**config.mk**
```make
export PLATFORM = sky130hd
export DESIGN_NAME = checksum_frame_deframer_unit
export DESIGN_NICKNAME = d
export VERILOG_FILES = /design/src/rtl/core/cfd_pkg.sv /design/src/rtl/core/cfd_readout.sv /design/src/rtl/core/checksum_frame_deframer_unit.sv
export SDC_FILE = /design/constraint.sdc
export NUM_CORES = 1
export LEC_CHECK = 0
export BUFFER_PORTS_ARGS = -buffer_cell sky130_fd_sc_hd__buf_2
export CORE_ASPECT_RATIO = 1.4
export CORE_MARGIN = 2
export CORE_UTILIZATION = 66
export DETAILED_ROUTE_END_ITERATION = 8
export PLACE_DENSITY = 0.81
export SLEW_MARGIN = 40
export SYNTH_ARGS = -nofsm -noshare
export SYNTH_HDL_FRONTEND = slang
export SYNTH_SLANG_ARGS = --single-unit
```
**constraint.sdc**
```tcl
create_clock -name clk -period 5 [get_ports clk]
set_input_delay 0.25 -clock clk [delete_from_list [all_inputs] [get_ports clk]]
set_output_delay 0.25 -clock clk [all_outputs]
set_load 0.02 [all_outputs]
```
**src/rtl/core/cfd_pkg.sv**
```systemverilog
// Shared constants, types and the sync string lookup for the checksum deframer.
// Used by the framing logic in the top level and by the payload readout unit.
`default_nettype none

package cfd_pkg;

	// Largest payload length that a frame may carry.
	localparam int MAX_LEN = 32;
	// Address width of the payload memory.
	localparam int ADDR_W = $clog2(MAX_LEN);
	// Width of the length and byte counters.
	localparam int LEN_W = 6;
	// Length of the sync command string.
	localparam logic [LEN_W-1:0] SYNC_LEN = 6'd8;
	// Header byte value after reset.
	localparam logic [7:0] HEADER_RESET = 8'h7E;

	// Payload memory write request from the framing logic.
	typedef struct packed {
		logic              en;
		logic [ADDR_W-1:0] addr;
		logic [7:0]        data;
	} cfd_wr_t;

	// Result request issued when a checksum byte completes a frame.
	typedef struct packed {
		logic             start;   // verified payload, read it out
		logic [LEN_W-1:0] len;
		logic             sync;
		logic             single;  // one result without data
		logic             ok;
	} cfd_cmd_t;

	// Characters of the eight-byte sync command string, one per position.
	function automatic logic [7:0] sync_char(input logic [2:0] pos);
		logic [7:0] c;
		case (pos)
			3'd0: c = 8'h53;
			3'd1: c = 8'h59;
			3'd2: c = 8'h4E;
			3'd3: c = 8'h43;
			3'd4: c = 8'h5F;
			3'd5: c = 8'h43;
			3'd6: c = 8'h4D;
			3'd7: c = 8'h44;
			default: c = 8'h00;
		endcase
		return c;
	endfunction

endpackage

`default_nettype wire

```
**src/rtl/core/cfd_readout.sv**
```systemverilog
// Payload memory, readout sequencer and output register of the deframer.
// Depends on cfd_pkg for the memory geometry and the request types.
`default_nettype none

module cfd_readout import cfd_pkg::*; (
	input  wire logic       clk,
	input  wire logic       arst_n,
	input  wire cfd_wr_t    wr,
	input  wire cfd_cmd_t   cmd,
	output logic            busy,
	input  wire logic       out_stall,
	output logic            out_valid,
	output logic [7:0]      payload_byte,
	output logic            has_data,
	output logic            frame_ok,
	output logic            is_sync_command,
	output logic            last
);

	logic [7:0]        mem [MAX_LEN];
	logic [7:0]        rd_data_q;
	logic [ADDR_W-1:0] rd_addr_q;
	logic [LEN_W-1:0]  rd_left_q;
	logic              pend_q;
	logic              pend_last_q;
	logic              sync_q;
	logic              out_free;
	logic              rd_en;
	logic              load_pend;

	// The output register can take a new transaction when empty or draining.
	assign out_free  = !out_valid || !out_stall;
	assign load_pend = pend_q && out_free;
	assign rd_en     = (rd_left_q != '0) && (!pend_q || out_free);
	assign busy      = (rd_left_q != '0) || pend_q;

	// Payload memory with a registered read port.
	always_ff @(posedge clk) begin
		if (wr.en) begin
			mem[wr.addr] <= wr.data;
		end
		if (rd_en) begin
			rd_data_q <= mem[rd_addr_q];
		end
	end

	// Readout sequencer: one read in flight, held until the output takes it.
	always_ff @(posedge clk or negedge arst_n) begin
		if (!arst_n) begin
			rd_left_q   <= '0;
			rd_addr_q   <= '0;
			pend_q      <= 1'b0;
			pend_last_q <= 1'b0;
			sync_q      <= 1'b0;
		end else begin
			if (cmd.start) begin
				rd_left_q <= cmd.len;
				rd_addr_q <= '0;
				sync_q    <= cmd.sync;
			end else if (rd_en) begin
				rd_left_q <= rd_left_q - 1'b1;
				rd_addr_q <= rd_addr_q + 1'b1;
			end
			if (rd_en) begin
				pend_q      <= 1'b1;
				pend_last_q <= (rd_left_q == 6'd1);
			end else if (load_pend) begin
				pend_q <= 1'b0;
			end
		end
	end

	// Output register valid flag.
	always_ff @(posedge clk or negedge arst_n) begin
		if (!arst_n) begin
			out_valid <= 1'b0;
		end else if (load_pend || cmd.single) begin
			out_valid <= 1'b1;
		end else if (!out_stall) begin
			out_valid <= 1'b0;
		end
	end

	// Output register payload.
	always_ff @(posedge clk) begin
		if (load_pend) begin
			payload_byte    <= rd_data_q;
			has_data        <= 1'b1;
			frame_ok        <= 1'b1;
			is_sync_command <= sync_q;
			last            <= pend_last_q;
		end else if (cmd.single) begin
			payload_byte    <= 8'h00;
			has_data        <= 1'b0;
			frame_ok        <= cmd.ok;
			is_sync_command <= 1'b0;
			last            <= 1'b1;
		end
	end

`ifndef SYNTHESIS
	// New frames and memory writes arrive only while no readout runs.
	a_cmd_idle: assert property (@(posedge clk) disable iff (!arst_n)
		(cmd.start || cmd.single || wr.en) |-> !busy)
		else $error("request while readout is busy");

	// A single result never lands on an occupied output register.
	a_single_free: assert property (@(posedge clk) disable iff (!arst_n)
		cmd.single |-> out_free)
		else $error("single result overwrites pending output");

	// Read data waiting for the output is kept until it is loaded.
	a_pend_hold: assert property (@(posedge clk) disable iff (!arst_n)
		(pend_q && !out_free) |=> (pend_q && $stable(rd_data_q)))
		else $error("pending read data lost");

	// The readout never runs past the payload memory.
	a_left_range: assert property (@(posedge clk) disable iff (!arst_n)
		rd_left_q <= LEN_W'(MAX_LEN))
		else $error("readout count beyond payload limit");
`endif

endmodule

`default_nettype wire

```
**src/rtl/core/checksum_frame_deframer_unit.sv**
```systemverilog
// An error or empty-frame result reaches the output register the cycle after its checksum
// byte; a verified payload passes the readout counters, memory read register and output
// register before its first byte shows. Input takes one byte per cycle unless in_stall;
// a verified frame reads out one byte per cycle unless out_stall; input waits meanwhile.
// Reset clears framing state and the header byte to 0x7E; the payload memory is not cleared.
`default_nettype none

module checksum_frame_deframer_unit import cfd_pkg::*; (
	input  wire logic       clk,
	input  wire logic       arst_n,
	input  wire logic       cfg_wr_en,
	input  wire logic [7:0] cfg_wr_data,
	input  wire logic       in_valid,
	output logic            in_stall,
	input  wire logic [7:0] rx_byte,
	output logic            out_valid,
	input  wire logic       out_stall,
	output logic [7:0]      payload_byte,
	output logic            has_data,
	output logic            frame_ok,
	output logic            is_sync_command,
	output logic            last
);

	localparam logic [1:0] PH_HEADER  = 2'd0;
	localparam logic [1:0] PH_LENGTH  = 2'd1;
	localparam logic [1:0] PH_PAYLOAD = 2'd2;
	localparam logic [1:0] PH_CHECK   = 2'd3;

	logic [7:0]       header_q;
	logic [1:0]       phase_q, phase_n;
	logic [LEN_W-1:0] len_q, len_n;
	logic [LEN_W-1:0] idx_q, idx_n;
	logic [7:0]       sum_q, sum_n;
	logic             sync_q, sync_n;
	logic             accept;
	logic             busy;
	cfd_wr_t          wr;
	cfd_cmd_t         cmd;

	// Input is held off during readout and while the output register is stuck.
	assign in_stall = busy || (out_valid && out_stall);
	assign accept   = in_valid && !in_stall;

	// Header byte register.
	always_ff @(posedge clk or negedge arst_n) begin
		if (!arst_n) begin
			header_q <= HEADER_RESET;
		end else if (cfg_wr_en) begin
			header_q <= cfg_wr_data;
		end
	end

	// Framing state machine.
	always_comb begin
		phase_n = phase_q;
		len_n   = len_q;
		idx_n   = idx_q;
		sum_n   = sum_q;
		sync_n  = sync_q;
		wr      = '0;
		cmd     = '0;
		if (accept) begin
			if (rx_byte == header_q) begin
				phase_n = PH_LENGTH;
				sum_n   = 8'h00;
			end else begin
				case (phase_q)
					PH_LENGTH: begin
						if (rx_byte > 8'(MAX_LEN)) begin
							phase_n = PH_HEADER;
						end else begin
							len_n   = rx_byte[LEN_W-1:0];
							idx_n   = '0;
							sync_n  = 1'b1;
							phase_n = (rx_byte == 8'h00) ? PH_CHECK : PH_PAYLOAD;
						end
					end
					PH_PAYLOAD: begin
						wr.en   = 1'b1;
						wr.addr = idx_q[ADDR_W-1:0];
						wr.data = rx_byte;
						if (idx_q >= SYNC_LEN || sync_char(idx_q[2:0]) != rx_byte) begin
							sync_n = 1'b0;
						end
						sum_n = sum_q + rx_byte;
						idx_n = idx_q + 1'b1;
						if (idx_n >= len_q) begin
							phase_n = PH_CHECK;
						end
					end
					PH_CHECK: begin
						if (sum_q == rx_byte) begin
							if (len_q == '0) begin
								cmd.single = 1'b1;
								cmd.ok     = 1'b1;
							end else begin
								cmd.start = 1'b1;
								cmd.len   = len_q;
								cmd.sync  = sync_q && (len_q == SYNC_LEN);
							end
						end else begin
							cmd.single = 1'b1;
							cmd.ok     = 1'b0;
						end
						phase_n = PH_HEADER;
					end
					default: begin
						phase_n = phase_q;
					end
				endcase
			end
		end
	end

	// Framing registers.
	always_ff @(posedge clk or negedge arst_n) begin
		if (!arst_n) begin
			phase_q <= PH_HEADER;
			len_q   <= '0;
			idx_q   <= '0;
			sum_q   <= 8'h00;
			sync_q  <= 1'b1;
		end else begin
			phase_q <= phase_n;
			len_q   <= len_n;
			idx_q   <= idx_n;
			sum_q   <= sum_n;
			sync_q  <= sync_n;
		end
	end

	// Payload memory and result output.
	cfd_readout u_readout (
		.clk             (clk),
		.arst_n          (arst_n),
		.wr              (wr),
		.cmd             (cmd),
		.busy            (busy),
		.out_stall       (out_stall),
		.out_valid       (out_valid),
		.payload_byte    (payload_byte),
		.has_data        (has_data),
		.frame_ok        (frame_ok),
		.is_sync_command (is_sync_command),
		.last            (last)
	);

endmodule

`default_nettype wire
```
; ---- Yosys cells after proc, flatten, opt, wreduce, memory -nomap -nowiden
; Memory sizes are Yosys's and may differ from the RTL's. A register that Yosys moved wholly into a read port is not among the register bits.
; Index checks and enable logic that the tools add are counted.
[classes]
add_sub_neg = 4
multipliers = 0
div = 0
magnitude_cmp = 3
eq_ne = 12
shifts = 0
mux = 41
bitwise_logic = 2
n_reduce_logical = 29
[ops]
columns = op, n
row1 = $mux W8, 9
row2 = $mux W14, 3
row3 = $mux W10, 3
row4 = $mux W6, 3
row5 = $eq A8 B8 Y1, 2
row6 = $mux W1, 13
row7 = $pmux W6 S2, 1
row8 = $mux W2, 5
row9 = $mux W5, 2
row10 = $reduce_bool A2 Y1, 5
row11 = $add A8 B8 Y8, 1
row12 = $gt A8 B6 Y1 const B, 1
row13 = $logic_not A8 Y1, 1
row14 = $ne A8 B8 Y1, 1
row15 = $reduce_and A4 Y1, 2
row16 = $add A6 B1 Y6 const B, 1
row17 = $eq A6 B1 Y1 const B, 1
row18 = $eq A6 B4 Y1 const B, 1
row19 = $ge A6 B4 Y1 const B, 1
row20 = $ge A6 B6 Y1, 1
row21 = $logic_not A6 Y1, 1
row22 = $logic_or A1 B1 Y1, 6
row23 = $pmux W2 S3, 1
row24 = $reduce_bool A6 Y1, 1
row25 = 15 further kinds, 25
[word_totals]
ff_bits = 58
latch_bits = 0
ram_bits = 256
rom_bits = 40
inputBits = 21
output_inout_bits = 14
word_cells = 110
memories = 2
[memory_table]
columns = memory, words, width, read_ports, rd_ports_with_merged_regs, write_ports, line
row1 = u_readout.mem, 32, 8, 1, 1, 1, cfd_readout.sv:20  ; logic [7:0] mem [MAX_LEN];
row2 = (no name shown), 8, 5, 1, 0, 0, cfd_pkg.sv:37  ; case (pos)

; ---- Longest topological paths before layout
; Gate-level depths: netlist (run 1).
[logic_depth]
depth_word = 10
mapped_depth = 10
depth_no_buf = 9

; ---- By module
; Synthesis (run 1) repeated with hierarchy kept, for this count alone.
[hier_totals]
hier_cells = 834
hier_area_um2 = 13709.4
[modules_own_cells]
columns = mod, instances, cells_each, area_per_inst_um2, seq_area_each_um2
row1 = cfd_readout, 1, 588, 11402.2, 8643.3
row2 = checksum_frame_deframer_unit, 1, 246, 2307.2, 784.5

; ---- Worst setup path before layout (run 1)
; Ideal clock, no wire load.
[synth_timing]
path_kind = register -> register
from = register u_readout.rd_left_q[3]
to = memory u_readout.mem[30][0], enable pin
setup_ns = 0.370
arrival_time_ns = 2.129
required_time_ns = 4.630
setup_slack_ns = 2.501
path_stages_with_launch = 7
path_buffers = 1
period_less_slack_ns = 2.499
cell_sequence = dfrtp_1 nor4_4 nand4_2 a211oi_2 buf_2 nand3_2 nor2_1
[synth_between]
elab_chain_len = 8
[synth_rtl]
columns = element, line
row1 = from (decl), cfd_readout.sv:23  ; logic [LEN_W-1:0] rd_left_q;
row2 = from (signal assigned), cfd_readout.sv:57  ; rd_left_q <= cmd.len;
row3 = from (signal assigned), cfd_readout.sv:61  ; rd_left_q <= rd_left_q - 1'b1;
row4 = $reduce_bool A6 Y1 *, cfd_readout.sv:35  ; assign busy = (rd_left_q != '0) || pend_q;
row5 = $logic_or A1 B1 Y1 *, cfd_readout.sv:35
row6 = $logic_or A1 B1 Y1 *, checksum_frame_deframer_unit.sv:42  ; assign in_stall = busy || (out_valid && out_stall);
row7 = $logic_not A1 Y1 *, checksum_frame_deframer_unit.sv:43  ; assign accept = in_valid && !in_stall;
row8 = $logic_and A1 B1 Y1 *, checksum_frame_deframer_unit.sv:43
row9 = $mux W14 *, checksum_frame_deframer_unit.sv:63  ; if (accept) begin
row10 = $mux W1, cfd_readout.sv:39  ; if (wr.en) begin
row11 = $mux W1 (not written as such), cfd_readout.sv:40  ; mem[wr.addr] <= wr.data;
row12 = to (decl), cfd_readout.sv:20
; Every way passes the cells marked *; elsewhere a longest branch is shown, timed or not.

; ---- Worst setup path in the final report (run 1)
[layout_timing]
from = register u_readout.rd_left_q[3]
to = memory u_readout.mem[4][6], enable pin
; Same word-level chain as after synthesis.

==> metrics.txt, run 1 <==
cell row count 62; Tightest Hold Check Type in -> reg; Netlist cell types 66; GRT overflow 0; Num CTS Buffers 30; most common cell in the synthesized netlist edfxtp_1; Multi-input gate area ~4000 sq um; clock skew between 0.01 and 0.015 ns; gpl congestion around 0.9; Placement Cell Area ~14000 sq um; CTS tree yes; XOR/XNOR share of the synthesized area 1.79%; final instance area about 15000 sq um; Clock Path Buffers 3; Setup WS pre-CTS 1.52 ns; Synth area leader edfxtp_1; Fillers roughly 1100; RSZ-0062 raised after global routing no; top cell type's share of synthesized area 60.2%; post-route clock period utilization between 70% and 80%; Initial Utilization between 60 and 70%; crit path time final ~3.6 ns; CP Capture Type flop; Core Box Area between 20000 and 25000 sq um; total negative slack 0 ns; setup ws final ~1.4 ns; vias per inst just under 7; crit path kind reg -> reg; critical path required time roughly 5.2 ns; mux share of post-synthesis cell area ~15%; largest family of logic cells by synthesized area multiplexers; maxcap violations 0; post-synthesis area per instance approximately 18 sq um; Max Freq around 280 MHz; initial antenna violation count 0; first-pass GRT wire length ~48000 um; syn nets 800; DRC 0; Starting DRT DRC Count between 800 and 900; Slew Viols, Final 0; synth warn 0; Chip Height 174 um; post-synthesis cell count 753; synthesis-stage register bit count ~320; Root Driver clkbuf_16; Synth-to-Final Area Change 12.0%; DR pass1 iterations 5; status complete, no violations; clk_lat worst skew between 0.5 and 0.6 ns; pwr dens approximately 500 nW/um^2; register area approximately 9400 sq um; Worst setup SP type flop; vias in the first global route between 7000 and 8000; Seq/Total Area, Yosys between 60% and 70%; CP max-delay cell nor2_1; CTS H-tree depth 1; Worst Max-Slew Pin Slew about 0.84 ns; Post-synth EDFFs around 270; final total power 7580 uW; adder-cell share of the synthesized area roughly 2.4%; Simple-Gate Fraction of Synth Area 6.18%; I/O Buffers 34; Slowest Stage Delay on Critical Path 0.85 ns; share of cells above drive strength 1 between 20% and 30%; DR vias 7459; peak supply drop 0.390 mV; Setup Viol. Count Final 0; Post-synth ARST share between 10 and 15%; commonest cells in the netlist 274 x edfxtp_1, 80 x mux4_2, 49 x nor2_1; arrival time worst endpoint roughly 3.8 ns; Global Route Usage Sum slightly below 30%; leakage 0.00563 uW; antenna viol nets, final 0; clk sink count around 320; ranking of synthesized cells by area edfxtp_1 60%, mux4_2 13%, dfrtp_1 7.1%; Critical Path, Cell by Cell nor4_4 -> nand4_2 -> a211oi_2 -> nand3_1 -> nor2_1; Synth Area in Compound Gates roughly 3.9%; Die Wd between 100 and 150 um; Final nets around 860; main flop type after synthesis edfxtp_1; largest net degree at the start of global routing 47; Post-DP HPWL approximately 19000 um; mapped cell area about 14000 sq um; final WL around 31000 um; Max-slew headroom 43.7%; final hold vios 0; DR WL/cell 28.7 um; Max FO, Critical Path 9; num ports 35; clock slew at reported path FFs approximately 0.07 ns; die area between 20000 and 25000 sq um
==> per-stage QoR <==
step / hold slack (ns) / std cells / utilization (%)
2_1_floorplan: -0.0456 / 753 / -
3_3_place_gp: 0.368 / 1024 / 69.2
3_5_place_dp: 0.380 / 1025 / 69.3
4_1_cts: 0.00901 / 1090 / 75.1
5_1_grt: 0.0335 / 1090 / 75.1
6_report: 0.0212 / 1091 / 75.1
==> final cells by class <==
cell class,instances,area share [%]
sequential,322,61.6
multi-input combinational,381,26.3
clock buffer,35,5.35
timing repair buffer,56,2.42
tap,256,2.09
clock inverter,21,1.72
inverter,19,0.465
antenna,1,0.0163
==> final timing paths <==
check / startpoint / to / slack [ns] / cells after the start
setup / recovery: u_readout.rd_left_q[3] / u_readout.mem[4][6] / 1.43 / 5
hold / removal: out_stall / u_readout.pend_q / 0.02 / 3
setup reg to reg: u_readout.rd_left_q[3] / u_readout.mem[4][6] / 1.43 / 5
hold reg to reg: u_readout.has_data / u_readout.has_data / 0.46 / 1
max in group asynchronous: arst_n / u_readout.rd_addr_q[0] / 4.18 / 3
min in group asynchronous: arst_n / header_q[0] / 0.32 / 3
==> worst max-delay path, delay by kind of cell (launching register included) <==
kind | cells | cell delay (ns)
AO/OA/AOI/OAI | 1 | 0.48
flip-flops | 1 | 0.45
AND/OR/NAND/NOR | 4 | 2.27
==> what timing repair did <==
item,CTS,global route
buffers inserted,0,0
hold endpoints to repair,47,0
hold buffers,9,0
gates resized for setup,0,0
==> power by group <==
| part | switching (uW) | internal (uW) | total [uW] |
|---|---|---|---|
| Sequential | 347 | 3070 | 3410 |
| Clock | 1010 | 1440 | 2450 |
| Combinational | 774 | 933 | 1710 |
| Total | 2140 | 5440 | 7580 |
==> flip-flops by register name, summed over array words and instances (netlist names) <==
register,cells
u_readout.mem,256
header_q,8
sum_q,8
u_readout.payload_byte,8
u_readout.rd_data_q,8
idx_q,6
len_q,6
u_readout.rd_left_q,6
u_readout.rd_addr_q,5
phase_q,2
sync_q,1
u_readout.frame_ok,1
u_readout.has_data,1
u_readout.is_sync_command,1
u_readout.last,1
u_readout.out_valid,1
u_readout.pend_last_q,1
u_readout.pend_q,1
u_readout.sync_q,1
==> cells in the final DEF (no fill, tap or decap), types with 14 or more instances in the layout <==
master	instances
nand2_1	14
nor2_1	49
edfxtp_1	274
ha_1	25
nand3_1	15
dfrtp_1	35
clkbuf_16	30
inv_1	19
xnor2_1	17
and2_1	17
mux2_2	23
mux4_2	80
buf_2	34
==> kinds of logic after synthesis <==
kind of cell	after synthesis
flops	322
simple gates	156
mux	104
compound gates	67
buf+inv	50
xor+xnor	28
fa+ha+maj	26
==> metal layers <==
layer	global-route usage [%]	vias up	share of wire, %
met5	0	-	0
met1	39.0	3881	36
met3	3.26	64	6.2
met2	52.7	377	55
li1	-	3137	-
met4	8.43	0	2.8
No activity file was read; power rests on OpenSTA's default activity.
==> inputs of run 2 (changes only) <==
Settings changed: CORE_UTILIZATION 66 to 56, PLACE_DENSITY 0.81 to 0.73.
Clock period 5 ns to 2.95 ns, I/O delays scaled along.
==> metrics.txt, run 2 (same netlist as run 1, synthesis figures left out) <==
post-route clock period utilization 89.9% (was 71.5%); Chip Height 189 um (was 174 um); Root Driver clkbuf_16 (unchanged); M3 GR Usage 2.52% (was 3.26%); Initial Utilization 57.1% (was 67.0%); RSZ-0062 raised after global routing no (unchanged); final core utilization 65.6% (was 75.1%); hold_sp rx_byte[2] (was out_stall); placed cells 1127 (was 1025); critical path required time 3.16 ns (was 5.18 ns); R2R setup slack 0.30 ns (was 1.43 ns); DRC 0 (unchanged); vias per inst 6.10 (was 6.84); Clock Path Buffers 3 (unchanged); Starting DRT DRC Count 588 (was 846); most common cell after layout, fill and taps aside edfxtp_1 (unchanged); DR pass1 iterations 5 (unchanged); Post-DP HPWL 19700 um (was 19500 um); Int Pwr 8860 uW (was 5440 uW); fin cells 1200 (was 1091); Synth-to-Final Area Change 14.9% (was 12.0%); Critical Path, Cell by Cell ha_1 -> nor4_1 -> and3_1 -> nor2b_1 -> nand3b_1 -> nand2b_1 (was nor4_4 -> nand4_2 -> a211oi_2 -> nand3_1 -> nor2_1); initial antenna violation count 0 (unchanged); first-pass GRT wire length 45000 um (was 48400 um); GRT busiest layer met2 (unchanged); setup bufs post-CTS 0 (unchanged); max reg flops 256 (unchanged); arrival time worst endpoint 2.86 ns (was 3.76 ns); Slowest Stage Delay on Critical Path 0.39 ns (was 0.85 ns); CTS tree yes (unchanged); clock power share 29.2% (was 32.4%); Reg power frac 44.4% (was 45.1%); maxcap violations 0 (unchanged); die area 25700 sq um (was 21900 sq um); met1 Use GR 28.9% (was 39.0%); CTS H-tree depth 1 (unchanged); peak supply drop 0.538 mV (was 0.390 mV); RR Endpoint u_readout.payload_byte[0] (was u_readout.mem[4][6]); commonest non-fill, non-tap cells in the layout 274 x edfxtp_1, 80 x mux4_2, 58 x buf_4, 49 x nor2_1, 37 x dfrtp_1 (was 274 x edfxtp_1, 80 x mux4_2, 49 x nor2_1, 35 x dfrtp_1, 34 x buf_2); clk sink count 322 (unchanged); GRT overflow 0 (unchanged); leakage 0.00587 uW (was 0.00563 uW); WP buf/inv 0 (unchanged); antenna viol nets, final 0 (unchanged); total negative slack 0 ns (unchanged); Largest Register u_readout.mem (unchanged); vias in the first global route 7655 (was 7812); Final nets 916 (was 857); WHS Path Cells 2 (was 3); CP max-delay cell dfrtp_1 (was nor2_1); Max FO, Critical Path 10 (was 9); pwr dens 786 nW/um^2 (was 494 nW/um^2); Num CTS Buffers 29 (was 30); Slew Viols, Final 0 (unchanged); DR vias 7323 (was 7459); final WL 29100 um (was 31300 um); largest net degree at the start of global routing 68 (was 47); clk_lat worst skew 0.56 ns (about the same); Max-slew headroom 61.0% (was 43.7%); final hold vios 0 (unchanged); switch share 28.3% (was 28.2%); Die Wd 136 um (was 126 um); Resized Gates After CTS 0 (unchanged); met2 Track Usage GR 43.0% (was 52.7%); r2r startpoint sum_q[6] (was u_readout.rd_left_q[3]); crit path time final 2.65 ns (was 3.57 ns); I/O Buffers 34 (unchanged); DR WL/cell 24.3 um (was 28.7 um); status complete, no violations (unchanged); Tightest Hold Check Type in -> reg (unchanged); crit path kind reg -> reg (unchanged); Worst R2R Path Depth 6 (was 5); Setup Viol. Count Final 0 (unchanged); cell row count 67 (was 62); CP Capture Type flop (unchanged); worst hold-check slack 0.0393 ns (was 0.0212 ns); Worst setup SP type flop (unchanged); Global Route Usage Sum 23.5% (was 29.5%); Max Freq 377 MHz (was 280 MHz); Hold EP len_q[2] (was u_readout.pend_q); num ports 35 (unchanged); clock slew at reported path FFs 0.07 ns (about the same); share of cells above drive strength 1 29.8% (was 27.5%); crit-path leading delay family simple AND/OR/NAND/NOR gates (unchanged); gpl congestion 0.850 (was 0.876); final total power 12400 uW (was 7580 uW); Psw 3490 uW (was 2140 uW); # diodes 0 (was 1); clock skew 0.0203 ns (was 0.0117 ns); Worst Max-Slew Pin Slew 0.586 ns (was 0.841 ns); Core Box Area 24000 sq um (was 20400 sq um); Comb power frac 26.4% (was 22.5%)
-- run 2: worst max path at each step --
stage / startpoint / endpoint / slack [ns] / depth (start not counted)
after floorplan: u_readout.rd_left_q[3] / u_readout.mem[30][0] / 0.45 / 6
after global placement: sum_q[6] / u_readout.payload_byte[5] / 0.36 / 6
after detailed placement: sum_q[6] / u_readout.payload_byte[0] / 0.26 / 6
after CTS: sum_q[6] / u_readout.payload_byte[0] / 0.25 / 6
after global routing: sum_q[6] / u_readout.payload_byte[0] / 0.06 / 6
final: sum_q[6] / u_readout.payload_byte[0] / 0.30 / 6
-- run 2: timing repair --
action                                  in CTS  in global routing
endpoints found under the setup margin       0                  0
endpoints found under the hold margin       59                  0
hold buffers                                21                  0
-- run 2: metal layers --
layer  vias up  wire (um)
li1       3257          -
met1      3809      10900
met2       200      16200
met3        57       1050
met4         0       1020
met5         -          0
-- run 2: layout make-up --
cell class | instances | area (sq um)
clock buffer | 31 | 733
clock inverter | 21 | 176
fill | 1670 | 8260
inverter | 19 | 71.3
multi-input combinational | 381 | 4030
sequential | 322 | 9430
tap | 310 | 388
timing repair buffer | 116 | 891
-- run 2: metrics by stage --
step / area [sq um] / setup slack, ns
after CTS: 15700 / 0.248
after detailed placement: 14600 / 0.263
after floorplan: 13700 / 0.451
after global placement: 14600 / 0.358
after global routing: 15700 / 0.0627
final: 15700 / 0.299
-- run 2: worst register-to-register path: stages, from the launching register on --
cell and delay, ns:
dfrtp_1 0.39, ha_1 0.36, nor4_1 0.32, and3_1 0.29, nor2b_1 0.37, nand3b_1 0.25
nand2b_1 0.32
-- run 2: power by group through the flow --
stage          registers, uW  logic (uW)  clock network [uW]
6_report                5480        3260                3610
5_1_grt                 5510        3490                3810
4_1_cts                 5480        3310                3660
3_5_place_dp            5570        3260                   0
3_3_place_gp            5550        3180                   0
2_1_floorplan           5460        2440                   0
